### src/rtl/tii_pkg.sv
// Package for the FIG 0/22 transmitter-identification parser.
// Types, constants and helpers shared by the front, queue and back ends.
package tii_pkg;

  localparam int unsigned TableEntries = 1024;
  localparam int unsigned KeyW = 10;
  localparam int unsigned AddrW = $clog2(TableEntries);
  localparam int unsigned QDepth = 2;

  localparam logic [2:0] KIND_IDENT = 3'd0;
  localparam logic [2:0] KIND_MAIN  = 3'd1;
  localparam logic [2:0] KIND_COUNT = 3'd2;
  localparam logic [2:0] KIND_SUB   = 3'd3;
  localparam logic [2:0] KIND_TRUNC = 3'd4;

  localparam logic [6:0] MainIdMax   = 7'd69;
  localparam logic [6:0] MainIdMaxM3 = 7'd5;
  localparam logic [4:0] SubIdMax    = 5'd23;

  localparam logic [2:0] MODE_1 = 3'd1;
  localparam logic [2:0] MODE_2 = 3'd2;
  localparam logic [2:0] MODE_3 = 3'd3;
  localparam logic [2:0] MODE_4 = 3'd4;

  // operation handed from front to back
  typedef enum logic [1:0] {
    OP_NONE  = 2'd0,
    OP_STORE = 2'd1,
    OP_SUB   = 2'd2,
    OP_CLEAR = 2'd3
  } op_e;

  typedef struct packed {
    logic [2:0]  kind;
    logic [KeyW-1:0] key;
    logic signed [20:0] lat;
    logic signed [20:0] lon;
    logic [4:0]  small_value;
    logic [9:0]  delay_us;
    logic        main_known;
    logic        cycle_complete;
    logic        bad_value;
    logic        last_of_run;
  } res_t;

  typedef struct packed {
    op_e          op;
    logic [KeyW-1:0] key;
    logic [39:0]  pos;      // store: lat/lon raw; sub: 16-bit offsets in [31:0]
    res_t         r0;
    logic         r0_v;
    res_t         r1;
    logic         r1_v;
  } cmd_t;

endpackage

### src/rtl/tii_front.sv
// Front end: byte-level record parser, seen-identifier set and mode check.
// Depends on tii_pkg.
module tii_front import tii_pkg::*; (
  input  logic       clk_i,
  input  logic       rst_ni,
  input  logic [2:0] mode_i,
  input  logic       in_valid_i,
  output logic       in_ready_o,
  input  logic       func_i,
  input  logic [7:0] data_byte_i,
  input  logic       first_byte_i,
  input  logic       last_byte_i,
  input  logic       oe_i,
  input  logic       pd_i,
  output logic       cmd_valid_o,
  input  logic       cmd_ready_i,
  output cmd_t       cmd_o
);

  typedef enum logic [1:0] {
    PH_ID    = 2'd0,
    PH_MAIN  = 2'd1,
    PH_COUNT = 2'd2,
    PH_SUB   = 2'd3
  } phase_e;

  phase_e          phase_q, phase_d;
  logic [2:0]      idx_q, idx_d;
  logic [39:0]     buf_q, buf_d;
  logic [2:0]      left_q, left_d;
  logic [KeyW-1:0] key_q, key_d;
  logic [255:0]    seen_q, seen_d;

  logic   fire;
  cmd_t   c;
  res_t   r0, r1;
  logic   r0v, r1v;
  logic [6:0] mid;
  logic [7:0] ident;
  logic   bad;
  logic [19:0] latr, lonr;
  logic [4:0]  sid;

  assign in_ready_o  = cmd_ready_i;
  assign fire        = in_valid_i && in_ready_o;
  assign mid         = data_byte_i[6:0];
  assign ident       = data_byte_i;
  assign latr        = {buf_q[31:16], data_byte_i[7:4]};
  assign lonr        = {buf_q[15:0], data_byte_i[3:0]};
  assign sid         = buf_q[39:35];

  always_comb begin
    phase_d = phase_q;
    idx_d   = idx_q;
    buf_d   = buf_q;
    left_d  = left_q;
    key_d   = key_q;
    seen_d  = seen_q;
    r0  = '0;
    r1  = '0;
    r0v = 1'b0;
    r1v = 1'b0;
    bad = 1'b0;
    c   = '0;
    c.op = OP_NONE;
    if (func_i) begin
      c.op = OP_CLEAR;
    end else if (first_byte_i) begin
      phase_d = PH_ID;
      idx_d   = '0;
      buf_d   = '0;
      left_d  = '0;
    end else begin
      unique case (phase_q)
        PH_ID: begin
          key_d = {oe_i, pd_i, mid};
          if (seen_q[ident]) begin
            seen_d = '0;
          end else begin
            seen_d[ident] = 1'b1;
          end
          if ((mode_i == MODE_1 || mode_i == MODE_2 || mode_i == MODE_4) &&
              mid > MainIdMax) begin
            bad = 1'b1;
          end else if (mode_i == MODE_3 && mid > MainIdMaxM3) begin
            bad = 1'b1;
          end
          r0v = 1'b1;
          r0.kind = KIND_IDENT;
          r0.key = key_d;
          r0.small_value = {4'd0, data_byte_i[7]};
          r0.cycle_complete = seen_q[ident];
          r0.bad_value = bad;
          phase_d = data_byte_i[7] ? PH_COUNT : PH_MAIN;
          idx_d = '0;
          buf_d = '0;
          if (last_byte_i) begin
            r1v = 1'b1;
            r1.kind = KIND_TRUNC;
            r1.key = key_d;
          end
        end
        PH_MAIN: begin
          if (idx_q < 3'd4) begin
            buf_d = {buf_q[31:0], data_byte_i};
            idx_d = idx_q + 3'd1;
            if (last_byte_i) begin
              r0v = 1'b1;
              r0.kind = KIND_TRUNC;
              r0.key = key_q;
            end
          end else begin
            c.op  = (key_q < KeyW'(TableEntries - 1) || TableEntries == 1024 ||
                     key_q == KeyW'(TableEntries - 1)) ? OP_STORE : OP_NONE;
            c.pos = {latr, lonr};
            r0v = 1'b1;
            r0.kind = KIND_MAIN;
            r0.key = key_q;
            r0.lat = {latr[19], latr};
            r0.lon = {lonr[19], lonr};
            phase_d = PH_ID;
            idx_d = '0;
            buf_d = '0;
          end
        end
        PH_COUNT: begin
          r0v = 1'b1;
          r0.kind = KIND_COUNT;
          r0.key = key_q;
          r0.small_value = {2'd0, data_byte_i[2:0]};
          r0.bad_value = |data_byte_i[7:3];
          idx_d = '0;
          buf_d = '0;
          if (data_byte_i[2:0] != 3'd0) begin
            phase_d = PH_SUB;
            left_d = data_byte_i[2:0];
          end else begin
            phase_d = PH_ID;
          end
        end
        PH_SUB: begin
          if (idx_q < 3'd5) begin
            buf_d = {buf_q[31:0], data_byte_i};
            idx_d = idx_q + 3'd1;
          end else begin
            c.op  = OP_SUB;
            c.pos = {8'd0, buf_q[23:8], buf_q[7:0], data_byte_i};
            r0v = 1'b1;
            r0.kind = KIND_SUB;
            r0.key = key_q;
            r0.small_value = sid;
            r0.delay_us = {buf_q[33:32], buf_q[31:24]};
            r0.bad_value = (sid == 5'd0) || (sid > SubIdMax);
            idx_d = '0;
            buf_d = '0;
            left_d = left_q - 3'd1;
            if (left_d == 3'd0) begin
              phase_d = PH_ID;
            end
          end
        end
        default: phase_d = PH_ID;
      endcase
      if (last_byte_i) begin
        phase_d = PH_ID;
        idx_d   = '0;
        buf_d   = '0;
        left_d  = '0;
      end
    end
    if (r1v) begin
      r1.last_of_run = 1'b1;
    end else if (r0v) begin
      r0.last_of_run = 1'b1;
    end
    c.key  = key_q;
    c.r0   = r0;
    c.r0_v = r0v;
    c.r1   = r1;
    c.r1_v = r1v;
  end

  assign cmd_o       = c;
  assign cmd_valid_o = fire && (c.op != OP_NONE || r0v);

  always_ff @(posedge clk_i or negedge rst_ni) begin
    if (!rst_ni) begin
      phase_q <= PH_ID;
      idx_q   <= '0;
      buf_q   <= '0;
      left_q  <= '0;
      key_q   <= '0;
      seen_q  <= '0;
    end else if (fire) begin
      phase_q <= phase_d;
      idx_q   <= idx_d;
      buf_q   <= buf_d;
      left_q  <= left_d;
      key_q   <= key_d;
      seen_q  <= seen_d;
    end
  end

endmodule

### config.mk
export PLATFORM = sky130hd
export DESIGN_NAME = tii_front
export DESIGN_NICKNAME = d
export VERILOG_FILES = /design/src/rtl/tii_pkg.sv /design/src/rtl/tii_front.sv
export SDC_FILE = /design/constraint.sdc
export NUM_CORES = 1
export LEC_CHECK = 0
export BUFFER_PORTS_ARGS = -buffer_cell sky130_fd_sc_hd__buf_2
export CAP_MARGIN = 40
export CORE_MARGIN = 3
export CORE_UTILIZATION = 43
export CTS_BUF_LIST = sky130_fd_sc_hd__clkbuf_8
export DETAILED_ROUTE_END_ITERATION = 7
export GPL_TIMING_DRIVEN = 0
export PLACE_DENSITY = 0.6
export SYNTH_ARGS = -nofsm -noshare
export SYNTH_HDL_FRONTEND = slang
export SYNTH_SLANG_ARGS = --single-unit
### constraint.sdc
create_clock -name clk_i -period 4.1 [get_ports clk_i]
set_input_delay 0 -clock clk_i [delete_from_list [all_inputs] [get_ports clk_i]]
set_output_delay 0 -clock clk_i [all_outputs]
set_load 0.005 [all_outputs]
==> results.md <==
Outcome:
- The run finished with clean final reports.

Yosys:
- The most frequent cell after synthesis is sky130_fd_sc_hd__dfrtp_1.
- The cell area that synthesis handed to floorplanning was 18000 sq um.
- The share of Yosys cell area claimed by the top area cell type is 0.434.
- Counting instances in the post-synthesis netlist gives the leading cell types as sky130_fd_sc_hd__dfrtp_1 (312), sky130_fd_sc_hd__a21oi_1 (272), sky130_fd_sc_hd__a31oi_2 (230).
- After synthesis, the mean cell area works out to 11.1 sq um.
- Sorting the synthesized cells by area gives the leading types as sky130_fd_sc_hd__dfrtp_1 (43%), sky130_fd_sc_hd__a31oi_2 (16%), sky130_fd_sc_hd__a21oi_1 (7.6%).
- Synthesis instantiated 55 different standard cells from the library.
- For this run, the number of Yosys warnings is 0.
- The most common flop cell mapped by yosys is sky130_fd_sc_hd__dfrtp_1.
- The sequential element share of the synthesized area is 0.434.
- The cell count after synthesis came out at 1620.
- The cell type contributing the most total cell area after synthesis is sky130_fd_sc_hd__dfrtp_1.
- In this run, synthesis produced a sequential element count of 312.
- Counting flops with a built-in enable in the synthesized netlist gives 0.
- The share of flip-flops with an asynchronous set or reset after synthesis is 1.00.

GRT:
- The initial antenna violation count was 2.
- The number of global-route vias before repair is 14900.
- Entering global routing, the biggest net connects 97 pins.
- The first global-routing pass estimated 95.5 mm of wire.
- Summed over all layers, the global routing overflow is 0.
- The overall routing resource usage is 0.281.

Placement:
- The half-perimeter wire length after detailed placement is 45.1 mm.
- At the placement stage, the worst setup path has a slack of 0.365 ns.
- The cell count after placement is 2408.
- The count of port buffers added during placement is 152.
- The congestion estimate from routability-driven global placement came to 0.922.
- Once placement finished, the instance area stood at 20200 sq um.

Clock network:
- The number of post-CTS setup repair buffers is 0.
- The root buffer cell is sky130_fd_sc_hd__clkbuf_8.
- CTS saw 312 sinks.
- The number of H-tree branching levels is 2.
- The clock transition at the registers of the reported paths is 0.06 ns.
- In this run, CTS created clock tree buffers numbering 55.
- The insertion delay to the later sink of the worst-skew pair is 0.65 ns.
- For this design, the CTS-stage hold fixing added 7 buffers.
- The deepest clock path buffer count is 3.
- The clock tree from TritonCTS is built.
- The number of gates resized after CTS was 0.

Layout:
- The final net count is 1965.
- The number of inserted diodes is 0.
- Excluding fillers, the count of instances in the completed layout stands at 2515.
- The fill cell total of the finished layout is 3756.
- The total non-filler cell area in the finished layout is 21300 sq um.
- The synthesis-to-finish area growth is 18.6%.
- The fraction of final layout cells with drive strength greater than 1 is 0.359.
- The utilization after layout is 0.519.

Power:
- The total power per unit cell area is 332 nW/um^2.
- Overall power consumption after layout is estimated at 7.09 mW.
- IR analysis of the VDD net gives a maximum drop of 197 uV.
- The static leakage power is 9.65 nW.

Timing:
- Counting I/O delays and the setup requirement, the final critical path takes 3.52 ns.
- After routing, the total negative slack on setup checks comes to 0 ns.
- For the final database, setup skew stands at 0.0521 ns.
- The smallest hold slack is 0.122 ns.
- The number of max-slew violations in the final report is 0.
- Setup repair after global routing left no endpoint under its margin.
- Setup violations remaining at the end of the flow were counted as 0.
- In the finished design, the share of the clock period the worst path needs comes to 0.858.
- The setup slack after layout is 0.580 ns.
- The upper clock frequency limit is 284 MHz.
- The actual transition at the worst max-transition pin is 0.951 ns.
- The final-report hold violation count is 0.
- The worst relative slew slack is 0.364.

Floorplan:
- The die outline width is 211 um.
- After floorplanning, the core was sized to cover 41100 sq um.
- The number of ports placed on the die boundary is 224.
- The initial standard-cell utilization of the core is 0.438.
- The initialized floorplan defines 74 standard-cell rows.
- In this run the vertical extent of the chip is 211 um.
- The die covers 44300 sq um.

Critical path:
- The kind of end point of the critical path is an output port.
- The worst endpoint required time is 4.10 ns.
- The worst path arrival time is 3.52 ns.
- The worst setup path is launched from a primary input.
- The maximum net fanout on the critical path is 10.
- The category of the most critical setup path is primary input to output port.

Routing:
- The remaining design rule violation count is 0.
- For this block, the via count after detailed routing is 15300.
- The final layout contains routed wiring with a total length of 63.4 mm.
- The number of violations reported at the end of detailed-routing iteration 0 is 1608.
- The per-cell routed wire length is 25.2 um.
- The count of nets left with antenna violations once routing finished came out at 0.
- The count of TritonRoute iterations in the first routing pass is 8.
- After detailed routing, the number of vias per cell comes to 6.08.

Job:
- Across the run, the number of max-cap violations was 0.

Min path:
- In this run the worst hold path is classified as primary input to register.
flip-flops by register name, indices dropped and copies added (netlist names):
| signal | count |
|---|---|
| key_q | 9 |
| idx_q | 3 |
| buf_q | 39 |
| phase_q | 2 |
| seen_q | 256 |
| left_q | 3 |
final cells by class:
class | instances | area [sq um] | area share
plain buffers | 264 | 1640 | 0.0768
clock buffers | 70 | 963 | 0.0452
clock inverters | 29 | 123 | 0.00575
inverters | 10 | 37.5 | 0.00176
multi-input cells | 1099 | 8770 | 0.411
flip-flops and latches | 312 | 7810 | 0.366
well taps | 532 | 666 | 0.0312
repair buffers | 199 | 1330 | 0.0623
worst max-delay path, cell delays in order:
cell	delay (ns)
sky130_fd_sc_hd__buf_2	0.17
sky130_fd_sc_hd__buf_1	0.67
sky130_fd_sc_hd__clkbuf_1	0.77
sky130_fd_sc_hd__mux2i_1	0.48
sky130_fd_sc_hd__a2bb2oi_1	0.22
sky130_fd_sc_hd__a31oi_1	0.11
sky130_fd_sc_hd__a2111o_1	0.41
sky130_fd_sc_hd__buf_2	0.20
sky130_fd_sc_hd__buf_6	0.18
sky130_fd_sc_hd__and3_1	0.18
sky130_fd_sc_hd__buf_2	0.13
kinds of logic (layout without fill, tap and decap cells):
kind of cell | Yosys count | in the layout | share of synthesized area
flip-flops | 312 | 312 | 0.434
AND/OR/NAND/NOR | 275 | 275 | 0.0784
adder cells (fa/ha/maj) | 4 | 4 | 0.00278
other | 1 | 66 | 0.000208
buffers and inverters | 274 | 572 | 0.0931
multiplexers | 86 | 86 | 0.0851
AO/OA/AOI/OAI | 667 | 667 | 0.306
XOR/XNOR | 1 | 1 | 0.000487
metal layers:
metal / global-route usage / vias to the layer above / part of all wire
met4: 0.106 / 2 / 0.037
met5: 0 / - / 0.00013
met1: 0.392 / 7653 / 0.42
met2: 0.434 / 815 / 0.45
li1: - / 6684 / -
met3: 0.0586 / 142 / 0.093
placed cells by master (no fill, tap or decap), types with 59 or more instances in the layout:
master / n
sky130_fd_sc_hd__and3_1: 67
sky130_fd_sc_hd__a31oi_2: 230
sky130_fd_sc_hd__clkbuf_1: 108
sky130_fd_sc_hd__a21oi_1: 272
sky130_fd_sc_hd__conb_1: 66
sky130_fd_sc_hd__dfrtp_1: 312
sky130_fd_sc_hd__clkbuf_8: 70
sky130_fd_sc_hd__buf_2: 162
sky130_fd_sc_hd__nor2_1: 59
sky130_fd_sc_hd__buf_4: 115
worst paths after layout:
| path | cells past startpoint | endpoint | start | slack [ns] |
|---|---|---|---|---|
| max | 11 | cmd_o[78] | data_byte_i[2] | 0.58 |
| max reg2reg | 7 | seen_q[81]$_DFFE_PN0P_ | phase_q[0]$_DFFE_PN0P_ | 0.73 |
| min | 4 | key_q[7]$_DFFE_PN0P_ | pd_i | 0.12 |
| min reg2reg | 2 | left_q[1]$_DFFE_PN0P_ | left_q[1]$_DFFE_PN0P_ | 0.48 |
| max in group asynchronous | 6 | seen_q[213]$_DFFE_PN0P_ | rst_ni | 2.31 |
| min in group asynchronous | 4 | seen_q[141]$_DFFE_PN0P_ | rst_ni | 0.45 |
power breakdown:
group | switching (mW) | internal (mW) | total, mW
Combinational | 0.713 | 0.344 | 1.06
Sequential | 0.0455 | 3.14 | 3.19
Clock | 1.33 | 1.52 | 2.85
Total | 2.08 | 5.01 | 7.09
(Power assumes the default switching activity.)
