===== src/rtl/tii_pkg.sv =====
// Package for the FIG 0/22 transmitter-identification parser.
// Types, constants and helpers shared by the front, queue and back ends.
package tii_pkg;

  localparam int unsigned TableEntries = 1024;
  localparam int unsigned KeyW = 10;
  localparam int unsigned AddrW = $clog2(TableEntries);
  localparam int unsigned QDepth = 2;

  localparam logic [2:0] KIND_IDENT = 3'd0;
  localparam logic [2:0] KIND_MAIN  = 3'd1;
  localparam logic [2:0] KIND_COUNT = 3'd2;
  localparam logic [2:0] KIND_SUB   = 3'd3;
  localparam logic [2:0] KIND_TRUNC = 3'd4;

  localparam logic [6:0] MainIdMax   = 7'd69;
  localparam logic [6:0] MainIdMaxM3 = 7'd5;
  localparam logic [4:0] SubIdMax    = 5'd23;

  localparam logic [2:0] MODE_1 = 3'd1;
  localparam logic [2:0] MODE_2 = 3'd2;
  localparam logic [2:0] MODE_3 = 3'd3;
  localparam logic [2:0] MODE_4 = 3'd4;

  // operation handed from front to back
  typedef enum logic [1:0] {
    OP_NONE  = 2'd0,
    OP_STORE = 2'd1,
    OP_SUB   = 2'd2,
    OP_CLEAR = 2'd3
  } op_e;

  typedef struct packed {
    logic [2:0]  kind;
    logic [KeyW-1:0] key;
    logic signed [20:0] lat;
    logic signed [20:0] lon;
    logic [4:0]  small_value;
    logic [9:0]  delay_us;
    logic        main_known;
    logic        cycle_complete;
    logic        bad_value;
    logic        last_of_run;
  } res_t;

  typedef struct packed {
    op_e          op;
    logic [KeyW-1:0] key;
    logic [39:0]  pos;      // store: lat/lon raw; sub: 16-bit offsets in [31:0]
    res_t         r0;
    logic         r0_v;
    res_t         r1;
    logic         r1_v;
  } cmd_t;

endpackage


===== src/rtl/tii_queue.sv =====
// Two-entry command queue between front and back ends.
// Depends on tii_pkg.
module tii_queue import tii_pkg::*; (
  input  logic clk_i,
  input  logic rst_ni,
  input  logic wr_valid_i,
  output logic wr_ready_o,
  input  cmd_t wr_data_i,
  output logic rd_valid_o,
  input  logic rd_ready_i,
  output cmd_t rd_data_o
);

  localparam int unsigned PtrW = $clog2(QDepth);

  cmd_t          mem_q [QDepth];
  logic [PtrW-1:0] wp_q, rp_q;
  logic [PtrW:0]   cnt_q;
  logic            wr, rd;

  assign wr_ready_o = cnt_q != (PtrW+1)'(QDepth);
  assign rd_valid_o = cnt_q != '0;
  assign rd_data_o  = mem_q[rp_q];
  assign wr = wr_valid_i && wr_ready_o;
  assign rd = rd_valid_o && rd_ready_i;

  always_ff @(posedge clk_i) begin
    if (wr) begin
      mem_q[wp_q] <= wr_data_i;
    end
  end

  always_ff @(posedge clk_i or negedge rst_ni) begin
    if (!rst_ni) begin
      wp_q  <= '0;
      rp_q  <= '0;
      cnt_q <= '0;
    end else begin
      if (wr) wp_q <= wp_q + 1'b1;
      if (rd) rp_q <= rp_q + 1'b1;
      cnt_q <= cnt_q + (PtrW+1)'(wr) - (PtrW+1)'(rd);
    end
  end

endmodule


===== config.mk =====
export PLATFORM = sky130hd
export DESIGN_NAME = tii_queue
export DESIGN_NICKNAME = d
export VERILOG_FILES = /design/src/rtl/tii_pkg.sv /design/src/rtl/tii_queue.sv
export SDC_FILE = /design/constraint.sdc
export NUM_CORES = 1
export LEC_CHECK = 0
export BUFFER_PORTS_ARGS = -buffer_cell sky130_fd_sc_hd__buf_2
export CAP_MARGIN = 5
export CELL_PAD_IN_SITES_DETAIL_PLACEMENT = 2
export CELL_PAD_IN_SITES_GLOBAL_PLACEMENT = 2
export CORE_MARGIN = 3
export CORE_UTILIZATION = 30
export DETAILED_ROUTE_END_ITERATION = 8
export MAX_ROUTING_LAYER = met4
export PLACE_DENSITY_LB_ADDON = 0.1
export SLEW_MARGIN = 40
export SYNTH_ARGS = -nofsm -noshare
export SYNTH_HDL_FRONTEND = slang
export SYNTH_SLANG_ARGS = --single-unit

===== constraint.sdc =====
create_clock -name clk_i -period 26.6 [get_ports clk_i]
set_input_delay 3.99 -clock clk_i [delete_from_list [all_inputs] [get_ports clk_i]]
set_output_delay 3.99 -clock clk_i [all_outputs]
set_load 0.02 [all_outputs]

==> impl_metrics.json, run 1 <==
{
  "run_status": "finished clean",
  "design.final.nets": 1304,
  "routabilityCongestion": 0.6876,
  "critical_path_class": "flop to primary output",
  "utilization_pct": 39.00,
  "io_buffers": 409,
  "timing.critical_path.buf_inv": 4,
  "irDropWorstVdd_mv": 0.05500,
  "global_route_wire_length_before_repair_um": 55620,
  "synthesis.instances": 651,
  "yosys_register_bits": 408,
  "path_delay_family": "buffers and inverters",
  "share_comb_of_total_power_pct": 35.6,
  "synth-warning-count": 0,
  "multi_input_area_um2": 3044,
  "antenna_found_initial": 12,
  "avgViaCountPerCell": 4.310,
  "nFillCells": 4917,
  "yosys-top-cells-area": "sky130_fd_sc_hd__edfxtp_1 78%, sky130_fd_sc_hd__mux2_4 16%, sky130_fd_sc_hd__mux2_2 2.3%",
  "post_synth.cell_area_avg_um2": 23.82,
  "min_period_ns": 6.833,
  "timing.critical_path.slowest_cell_delay_ns": 0.65,
  "setup.worst_path.start_class": "flop",
  "synthesis.nets": 858,
  "globalRouteOverflowTotal": 0,
  "die-height_um": 233.4,
  "power_frac_clock_pct": 24.9,
  "cts_hold_buffers": 0,
  "synth_area_um2": 15510,
  "switching_power_uw": 769.3,
  "p_int_uw": 1562,
  "finalHoldViolations": 0,
  "yosysTopAreaCellShare_pct": 78.23,
  "initial_utilization_pct": 30.66,
  "area_growth_pct": 27.21,
  "detailedRoute.firstIterationViolations": 283,
  "critical_path_peak_fanout": 62,
  "seq_area_frac_synth_pct": 78.88,
  "synth.largest_area_cell": "sky130_fd_sc_hd__edfxtp_1",
  "clkSinkCount": 408,
  "grt_use_total_pct": 14.30,
  "grt_max_degree": 69,
  "setup_total_negative_slack_ns": 0,
  "setup_violations": 0,
  "cts-resized-gates": 0,
  "critical_path_depth": 5,
  "final-seq-area_um2": 12240,
  "max_slew.worst_pin.slew_ns": 0.7363,
  "r2r_setup_slack_ns": 23.62,
  "maxCapViolCount": 0,
  "power.static_leakage_uw": 0.007729,
  "timing_max_transition_violations_final": 0,
  "clk_transition_reported_paths_ns": 0.06,
  "cts_post_setup_buffers_inserted": 0,
  "post_route_cells_drive_above_1_share_pct": 60.50,
  "netlist-cell-type-count": 20,
  "numCtsBuffers": 46,
  "first_global_vias": 8671,
  "drt_pass1_iterations": 4,
  "detailedPlacementHpwl_um": 27010,
  "cp_cell_sequence": "buf_12, buf_12, buf_16, mux2_4, buf_2",
  "p_per_area_nw_per_um2": 118.2,
  "final.period_utilization_pct": 25.69,
  "timing.max_slew.rel_slack_pct": 50.91,
  "floorplan.die.width_um": 233.4,
  "maximum_clock_frequency_ghz": 0.1463,
  "worst-endpoint-required_ns": 22.61,
  "critical_path.endpoint_type": "primary output",
  "whs_ns": 0.5794,
  "route.vias.total": 7814,
  "clock_tree.htree_level_count": 2,
  "worst_ep_arrival_time_ns": 2.84,
  "number_of_routed_nets_with_antenna_violations": 0,
  "worstSkewPairLatency_ns": 0.56,
  "route.final.wire_length_um": 38840,
  "core_area_um2": 50580,
  "rr_worst_depth": 4,
  "num_io_pins": 410,
  "cp_slowest_cell": "sky130_fd_sc_hd__dfrtp_4",
  "grt_setup_unrepaired": "no",
  "tritoncts_clock_tree": "built",
  "floorplan.die_area_um2": 54450,
  "rows": 82,
  "clock-root-buffer": "sky130_fd_sc_hd__clkbuf_16",
  "share_seq_of_total_power_pct": 39.5,
  "cts_buffer_depth": 3,
  "min_delay_path_depth": 1,
  "switching_share_pct": 32.99,
  "clock_skew_ns": 0.02899,
  "cp_common_cell": "sky130_fd_sc_hd__buf_12",
  "wire_per_inst_um": 21.42,
  "drc_errors": 0,
  "holdCritPathClass": "flop to flop"
}
worst paths after layout:
path	from	end
worst max-delay path	rp_q$_DFFE_PN0P_	rd_data_o[160]
worst min-delay path	wp_q$_DFFE_PN0P_	wp_q$_DFFE_PN0P_
worst max register to register	cnt_q[0]$_DFF_PN0_	mem_q[1][30]$_DFFE_PP_
worst min register to register	wp_q$_DFFE_PN0P_	wp_q$_DFFE_PN0P_
max in group asynchronous	rst_ni	rp_q$_DFFE_PN0P_
min in group asynchronous	rst_ni	wp_q$_DFFE_PN0P_
worst register-to-register path, delay by kind of cell, from the launching register on:
family,cells,cell delay (ns)
DFF,1,0.46
and+or+nand+nor,2,0.84
buffers and inverters,2,1.26
through the flow:
step | setup slack (ns) | cells | cell area (um2) | total power, uW
after floorplan | 13.39 | 651 | 15510 | 1558
after global placement | 19.80 | 1718 | 18250 | 1774
after detailed placement | 19.84 | 1721 | 18330 | 1788
after CTS | 19.61 | 1801 | 19690 | 2385
after global routing | 19.59 | 1813 | 19730 | 2449
final | 19.77 | 1813 | 19730 | 2332
Yosys cell counts:
master                       n
sky130_fd_sc_hd__nand2b_1    1
sky130_fd_sc_hd__buf_8       1
sky130_fd_sc_hd__buf_2       3
sky130_fd_sc_hd__dfrtp_1     4
sky130_fd_sc_hd__a211oi_1    1
sky130_fd_sc_hd__a32oi_1     1
sky130_fd_sc_hd__and3_1      1
sky130_fd_sc_hd__o21ai_0     1
sky130_fd_sc_hd__or2_2       1
sky130_fd_sc_hd__nor2_1      3
sky130_fd_sc_hd__xnor2_1     3
sky130_fd_sc_hd__ha_1        1
sky130_fd_sc_hd__nand2_1     2
sky130_fd_sc_hd__mux2_2     32
sky130_fd_sc_hd__nand3_1     1
sky130_fd_sc_hd__a21bo_2     1
sky130_fd_sc_hd__nor2b_1     1
sky130_fd_sc_hd__buf_6      19
sky130_fd_sc_hd__mux2_4    170
sky130_fd_sc_hd__edfxtp_1  404
layer usage:
| layer | share of wire, % | up-vias | global-route usage, % |
|---|---|---|---|
| met5 | 0 | - | - |
| met4 | 2.0 | 0 | 4.407 |
| met3 | 9.1 | 61 | 5.707 |
| met2 | 50 | 251 | 23.34 |
| met1 | 39 | 3985 | 16.18 |
| li1 | - | 3517 | - |
layout by cell type (no fill, tap or decap), types with 11 or more instances in the layout:
cell type and n:
sky130_fd_sc_hd__buf_2 409, sky130_fd_sc_hd__edfxtp_1 404, sky130_fd_sc_hd__mux2_4 170, sky130_fd_sc_hd__clkbuf_16 47, sky130_fd_sc_hd__mux2_2 32, sky130_fd_sc_hd__clkinv_1 14
sky130_fd_sc_hd__diode_2 12, sky130_fd_sc_hd__clkbuf_1 11
area by class of cell:
cell class	instances	share of cell area, %
clock inverters	22	0.7548
clock buffers	58	6.172
diodes	12	0.1522
flip-flops and latches	408	62.03
well taps	672	4.262
multi-input cells	220	15.43
repair buffers	421	11.20
cell families (layout without fill, tap and decap cells):
kind of cell    after synthesis  count (layout)  synth area share (%)
compound gates                4               4                0.2017
xor+xnor                      3               3                0.1695
fa+ha+maj                     1               1               0.08067
buf+inv                      23             501                 1.573
flops                       408             408                 78.88
mux                         202             202                 18.78
other cells                   0              12                     0
simple gates                 10              10                0.3148
sequential cells by signal, summed over array words and instances (netlist names):
name,cells
wp_q,1
mem_q,404
cnt_q,2
rp_q,1
power groups by stage:
stage	sequential, uW	combinational, uW	clock, uW
finish	921	830	581
global route	936	883	630
CTS	924	855	606
detailed placement	936	852	0
global placement	942	832	0
floorplan	959	599	0
(Power assumes the default switching activity.)
==> run 2, diff against run 1 <==
==> constraint.sdc (replaced) <==
create_clock -name clk_i -period 6.7 [get_ports clk_i]
set_input_delay 1.005 -clock clk_i [delete_from_list [all_inputs] [get_ports clk_i]]
set_output_delay 1.005 -clock clk_i [all_outputs]
set_load 0.02 [all_outputs]
==> run 2 against run 1 <==
Effect of this change: sequential cell count is the same; critical path depth shrank 1; combinational power grew to 3.9 times the previous value; non-clock buffer count shrank 2; sequential share of layout area is essentially flat; count of clock-buffer cells in the layout grew 3; power grew to 4.0 times the previous value; cell count is essentially flat; register-to-register slack lost 19 ns; largest power group unchanged.
==> impl_metrics.json, run 2 (synthesis results as in run 1) <==
{
  "nFillCells": 4901,
  "multi_input_area_um2": 3044,
  "critical_path.reg2reg.endpoint": "mem_q[0][65]$_DFFE_PP_",
  "number_of_routed_nets_with_antenna_violations": 0,
  "worst-endpoint-required_ns": 5.69,
  "setup_violations": 0,
  "clk_transition_reported_paths_ns": 0.05,
  "layout.cells.most_common_list": "409 x sky130_fd_sc_hd__buf_2, 404 x sky130_fd_sc_hd__edfxtp_1, 170 x sky130_fd_sc_hd__mux2_4",
  "clkSinkCount": 408,
  "io_buffers": 409,
  "setup_total_negative_slack_ns": 0,
  "clock_skew_ns": 0.01071,
  "cts_buffer_depth": 3,
  "antenna_found_initial": 10,
  "place_area_um2": 18280,
  "floorplan.die.width_um": 233.4,
  "final-seq-area_um2": 12240,
  "design.final.nets": 1303,
  "layoutNonFillerInstCount": 1814,
  "utilization_pct": 38.98,
  "routabilityCongestion": 0.6943,
  "route.final.wire_length_um": 39020,
  "first_global_vias": 8665,
  "maximum_clock_frequency_ghz": 0.2530,
  "globalRouteOverflowTotal": 0,
  "run_status": "finished clean",
  "num_io_pins": 410,
  "min_period_ns": 3.953,
  "rows": 82,
  "registers_with_the_highest_flip_flop_counts": "mem_q x404, cnt_q x2",
  "setup.worst_path.start_class": "flop",
  "clock_tree.htree_level_count": 2,
  "timing_max_transition_violations_final": 0,
  "start_of_the_worst_register_to_register_path": "cnt_q[0]$_DFF_PN0_",
  "route.vias.total": 7735,
  "postLayoutSetupSlackWorst_ns": 2.747,
  "critical_path_peak_fanout": 67,
  "r2r_setup_slack_ns": 4.18,
  "cts_post_setup_buffers_inserted": 0,
  "die-height_um": 233.4,
  "clock-root-buffer": "sky130_fd_sc_hd__clkbuf_16",
  "critical_path.endpoint_type": "primary output",
  "critical_path_class": "flop to primary output",
  "max_flop_register": "mem_q",
  "initial_utilization_pct": 30.66,
  "layout.cells.most_common": "sky130_fd_sc_hd__buf_2",
  "final.period_utilization_pct": 59.00,
  "tritoncts_clock_tree": "built",
  "max_slew.worst_pin.slew_ns": 0.8167,
  "power.static_leakage_uw": 0.007731,
  "wire_per_inst_um": 21.51,
  "grt_use_total_pct": 14.49,
  "rr_worst_depth": 5,
  "detailedPlacementHpwl_um": 26710,
  "area_growth_pct": 27.15,
  "drc_errors": 0,
  "grt_setup_unrepaired": "no",
  "drt_pass1_iterations": 4,
  "finalInstanceArea_um2": 19720,
  "holdCritPathClass": "input port to asynchronous set/reset pin",
  "maxCapViolCount": 0,
  "avgViaCountPerCell": 4.264,
  "largest_register_ffs": 404,
  "cts-resized-gates": 0,
  "timing.max_slew.rel_slack_pct": 45.55,
  "detailedPlace.worstSlack_ns": 3.362,
  "floorplan.die_area_um2": 54450,
  "numCtsBuffers": 47,
  "detailedRoute.firstIterationViolations": 283,
  "irDropWorstVdd_mv": 0.2368,
  "worst_ep_arrival_time_ns": 2.95,
  "worstSkewPairLatency_ns": 0.56,
  "post-place-cells": 1718,
  "post_route_cells_drive_above_1_share_pct": 60.65,
  "global_route_wire_length_before_repair_um": 56380,
  "grt_max_degree": 115,
  "cts_hold_buffers": 0,
  "core_area_um2": 50580,
  "finalHoldViolations": 0,
  "p_per_area_nw_per_um2": 470.2
}
==> run 2: cell types whose count changed in the layout (fill, tap and decap cells not counted) <==
cell and change:
sky130_fd_sc_hd__diode_2 -1, sky130_fd_sc_hd__clkbuf_1 +3, sky130_fd_sc_hd__clkinv_1 -4, sky130_fd_sc_hd__buf_12 -1, sky130_fd_sc_hd__clkinv_2 +5, sky130_fd_sc_hd__buf_4 -1
==> run 2: layout make-up <==
| cell class | instances | share of cell area (%) |
|---|---|---|
| well taps | 672 | 4.264 |
| clock inverters | 23 | 0.8059 |
| flip-flops and latches | 408 | 62.05 |
| repair buffers | 419 | 11.07 |
| clock buffers | 61 | 6.231 |
| multi-input cells | 220 | 15.44 |
| diodes | 11 | 0.1396 |
==> run 2: per-stage QoR <==
| stage | power (uW) | hold slack [ns] |
|---|---|---|
| floorplan | 6113 | 0.5137 |
| global placement | 7038 | 0.5503 |
| detailed placement | 7071 | 0.5520 |
| CTS | 9487 | 0.2085 |
| global route | 9745 | 0.2276 |
| finish | 9271 | 0.2560 |
==> run 2: worst max-delay path, stage by stage (launching register included) <==
cell	delay (ns)
sky130_fd_sc_hd__dfrtp_4	0.96
sky130_fd_sc_hd__buf_12	0.36
sky130_fd_sc_hd__buf_16	0.40
sky130_fd_sc_hd__mux2_2	0.39
sky130_fd_sc_hd__buf_2	0.16
==> run 2: worst max-delay path by stage <==
stage	start	to	slack, ns
2_1_floorplan	wr_valid_i	mem_q[1][0]$_DFFE_PP_	0.46
3_3_place_gp	rp_q$_DFFE_PN0P_	rd_data_o[79]	3.27
3_5_place_dp	rp_q$_DFFE_PN0P_	rd_data_o[191]	3.36
4_1_cts	rp_q$_DFFE_PN0P_	rd_data_o[191]	2.72
5_1_grt	rp_q$_DFFE_PN0P_	rd_data_o[191]	2.56
6_report	rp_q$_DFFE_PN0P_	rd_data_o[192]	2.75
==> run 2: per-layer routing <==
metal | track usage [%] | wire length, um | share of wire, %
met5 | - | 0 | 0
met4 | 4.638 | 918 | 2.4
met3 | 5.268 | 3377 | 8.7
met2 | 24.13 | 19700 | 50
met1 | 16.24 | 15020 | 38
==> run 2: power breakdown <==
group | leakage, uW | switching, uW | internal [uW]
logic | 0.00325 | 1880 | 1350
registers | 0.00381 | 204 | 3490
clock network | 0.000680 | 980 | 1360
==> run 3, diff against run 2 <==
--- a/config.mk
+++ b/config.mk
@@ -5,6 +5,7 @@
 export SDC_FILE = /design/constraint.sdc
 export NUM_CORES = 1
 export LEC_CHECK = 0
+export ABC_AREA = 1
 export BUFFER_PORTS_ARGS = -buffer_cell sky130_fd_sc_hd__buf_2
 export CAP_MARGIN = 5
 export CELL_PAD_IN_SITES_DETAIL_PLACEMENT = 2
==> constraint.sdc (replaced) <==
create_clock -name clk_i -period 3.3 [get_ports clk_i]
set_input_delay 0.495 -clock clk_i [delete_from_list [all_inputs] [get_ports clk_i]]
set_output_delay 0.495 -clock clk_i [all_outputs]
set_load 0.02 [all_outputs]
==> run 3 against run 2 <==
Effect of this change: hold slack worse by 0.14 ns; non-clock buffer count up 8; sequential share of layout area up 1.3 points; clock skew up 0.0057 ns; sequential power up 99%; combinational power up 120%; routed wire length up 14%; register-to-register slack worse by 2.8 ns; largest power group unchanged; cell count up 23%; sequential cell count unchanged; synthesized area down 3.3%.
==> impl_metrics.json, run 3 <==
{
  "number_of_routed_nets_with_antenna_violations": 0,
  "switching_share_pct": 38.52,
  "yosysTopAreaCellShare_pct": 80.93,
  "power.static_leakage_uw": 0.008173,
  "irDropWorstVdd_mv": 0.5477,
  "synth_flop_cell": "sky130_fd_sc_hd__edfxtp_1",
  "setup.worst_path.start_class": "flop",
  "numCtsBuffers": 47,
  "timing.max_slew.rel_slack_pct": 54.91,
  "cts_post_setup_buffers_inserted": 0,
  "initial_utilization_pct": 30.50,
  "io_buffers": 409,
  "critical_path_class": "flop to primary output",
  "share_seq_of_total_power_pct": 38.1,
  "registers_with_the_highest_flip_flop_counts": "mem_q x404, cnt_q x2",
  "maximum_clock_frequency_ghz": 0.3638,
  "design.final.nets": 1725,
  "globalRouteOverflowTotal": 0,
  "synth-simple-area-share_pct": 15.59,
  "worst_ep_arrival_time_ns": 2.25,
  "avgViaCountPerCell": 4.374,
  "worstSkewPairLatency_ns": 0.56,
  "die-height_um": 229.5,
  "wire_per_inst_um": 20.02,
  "grt_use_total_pct": 17.18,
  "cts-resized-gates": 0,
  "detailedPlacementHpwl_um": 30500,
  "finalInstanceArea_um2": 19310,
  "global_route_wire_length_before_repair_um": 66010,
  "whs_ns": 0.1172,
  "post_route_cells_drive_above_1_share_pct": 31.66,
  "share_comb_of_total_power_pct": 36.1,
  "min_delay_path_depth": 1,
  "layout.cells.most_common": "sky130_fd_sc_hd__nand2_1",
  "drt_pass1_iterations": 6,
  "muxShareOfSynthArea_pct": 0,
  "switching_power_uw": 7429,
  "nFillCells": 5072,
  "clk_transition_reported_paths_ns": 0.06,
  "synthesis.instances": 1087,
  "design_power_total_uw": 19280,
  "maxCapViolCount": 0,
  "setup_total_negative_slack_ns": 0,
  "worst-endpoint-required_ns": 2.80,
  "grt_max_degree": 103,
  "layout.cells.most_common_list": "613 x sky130_fd_sc_hd__nand2_1, 409 x sky130_fd_sc_hd__buf_2, 404 x sky130_fd_sc_hd__edfxtp_1",
  "seq_area_frac_synth_pct": 81.60,
  "min_period_ns": 2.749,
  "run_status": "finished clean",
  "post_synth_most_frequent_cells": "615 x sky130_fd_sc_hd__nand2_1, 404 x sky130_fd_sc_hd__edfxtp_1, 21 x sky130_fd_sc_hd__buf_2, 19 x sky130_fd_sc_hd__buf_6, 7 x sky130_fd_sc_hd__inv_1",
  "p_per_area_nw_per_um2": 998.7,
  "route.final.wire_length_um": 44650,
  "tritoncts_clock_tree": "built",
  "xor_xnor_portion_of_the_synthesized_cell_area_pct": 0.05843,
  "utilization_pct": 39.28,
  "route.vias.total": 9754,
  "adder_cell_share_of_the_synthesized_area_pct": 0.08347,
  "synthesis.nets": 1294,
  "p_int_uw": 11860,
  "finalHoldViolations": 0,
  "synth-edff-count": 404,
  "routabilityCongestion": 0.7597,
  "rr_worst_depth": 4,
  "floorplan.die_area_um2": 52680,
  "area_growth_pct": 28.82,
  "max_flop_register": "mem_q",
  "yosys_register_bits": 408,
  "antenna_found_initial": 12,
  "yosysMostFrequentCell": "sky130_fd_sc_hd__nand2_1",
  "rows": 81,
  "clock_tree.htree_level_count": 2,
  "async_flop_share_pct": 0.9804,
  "yosys-top-cells-area": "sky130_fd_sc_hd__edfxtp_1 81%, sky130_fd_sc_hd__nand2_1 15%, sky130_fd_sc_hd__buf_6 1.4%",
  "timing_max_transition_violations_final": 0,
  "largest_register_ffs": 404,
  "setup_violations": 0,
  "drc_errors": 0,
  "detailedRoute.firstIterationViolations": 490,
  "clock-root-buffer": "sky130_fd_sc_hd__clkbuf_16",
  "critical_path_peak_fanout": 63,
  "num_io_pins": 410,
  "synth-compound-area-share_pct": 0.06678,
  "cts_buffer_depth": 3,
  "first_global_vias": 10662,
  "grt_setup_unrepaired": "no",
  "post_synth.cell_area_avg_um2": 13.79,
  "clock_skew_ns": 0.01639,
  "largest_family_of_logic_cells_by_synthesized_area": "simple AND/OR/NAND/NOR gates",
  "floorplan.die.width_um": 229.5,
  "synth-warning-count": 0,
  "holdCritPathClass": "input port to flop",
  "synth_area_um2": 14990,
  "netlist-cell-type-count": 14,
  "max_slew.worst_pin.slew_ns": 0.6763,
  "clkSinkCount": 408,
  "place_area_um2": 17810,
  "critical_path.endpoint_type": "primary output",
  "final.period_utilization_pct": 83.30,
  "synth.largest_area_cell": "sky130_fd_sc_hd__edfxtp_1",
  "core_area_um2": 49150,
  "power_frac_clock_pct": 25.7
}
-- run 3: area by class of cell --
cell class                      count  area, um2  share of cell area (%)
Antenna cell                       12      30.03                  0.1555
Clock buffer                       65       1286                   6.661
Clock inverter                     20      168.9                  0.8747
Inverter                            8      35.03                  0.1814
Multi-Input combinational cell    626       2399                   12.42
Sequential cell                   408      12240                   63.36
Tap cell                          664      830.8                   4.302
Timing Repair Buffer              427       2325                   12.04
-- run 3: path summary, 6_finish.rpt --
path,from,endpoint,slack [ns]
max in group asynchronous,rst_ni,rp_q$_DFFE_PN0P_,2.86
worst max register to register,cnt_q[1]$_DFF_PN0_,mem_q[0][68]$_DFFE_PP_,1.39
min in group asynchronous,rst_ni,wp_q$_DFFE_PN0P_,0.29
worst min register to register,cnt_q[0]$_DFF_PN0_,cnt_q[0]$_DFF_PN0_,0.57
worst min-delay path,wr_data_i[142],mem_q[0][142]$_DFFE_PP_,0.12
worst max-delay path,rp_q$_DFFE_PN0P_,rd_data_o[15],0.55
-- run 3: cell families (layout without fill, tap and decap cells) --
logic type	count (synthesis)	in the layout
simple gates	622	622
flops	408	408
buf+inv	53	520
compound gates	2	2
fa+ha+maj	1	1
xor+xnor	1	1
other cells	0	12
-- run 3: timing repair --
action / CTS / global route
endpoints found under the hold margin: 4 / 0
hold buffers: 1 / 0
endpoints found under the setup margin: 0 / 0
-- run 3: power groups by stage --
stage                     sequential (uW)  combinational, uW  clock (uW)
after global placement               7400               7050           0
after detailed placement             7470               7170           0
after CTS                            7370               7210        5150
final                                7360               6960        4960
after floorplan                      7480               4350           0
after global routing                 7450               7680        5370
-- run 3: worst max-delay path, stage by stage (launching register included) --
cell                      delay, ns
sky130_fd_sc_hd__dfrtp_4       0.51
sky130_fd_sc_hd__inv_6         0.44
sky130_fd_sc_hd__buf_4         0.35
sky130_fd_sc_hd__nand2_1       0.09
sky130_fd_sc_hd__nand2_1       0.09
sky130_fd_sc_hd__buf_2         0.17
-- run 3: stage by stage --
stage | cells | setup slack, ns
floorplan | 1087 | -0.7546
global placement | 2130 | 1.054
detailed placement | 2132 | 1.045
CTS | 2218 | 0.4350
global route | 2228 | 0.3524
finish | 2230 | 0.5512
-- run 3: layer usage --
metal,vias to the layer above,wire length [um],GRT usage [%]
met5,-,0,-
met4,0,820,4.373
met3,59,3727,5.896
met2,267,22640,29.40
met1,4870,17460,19.26
li1,4558,-,-
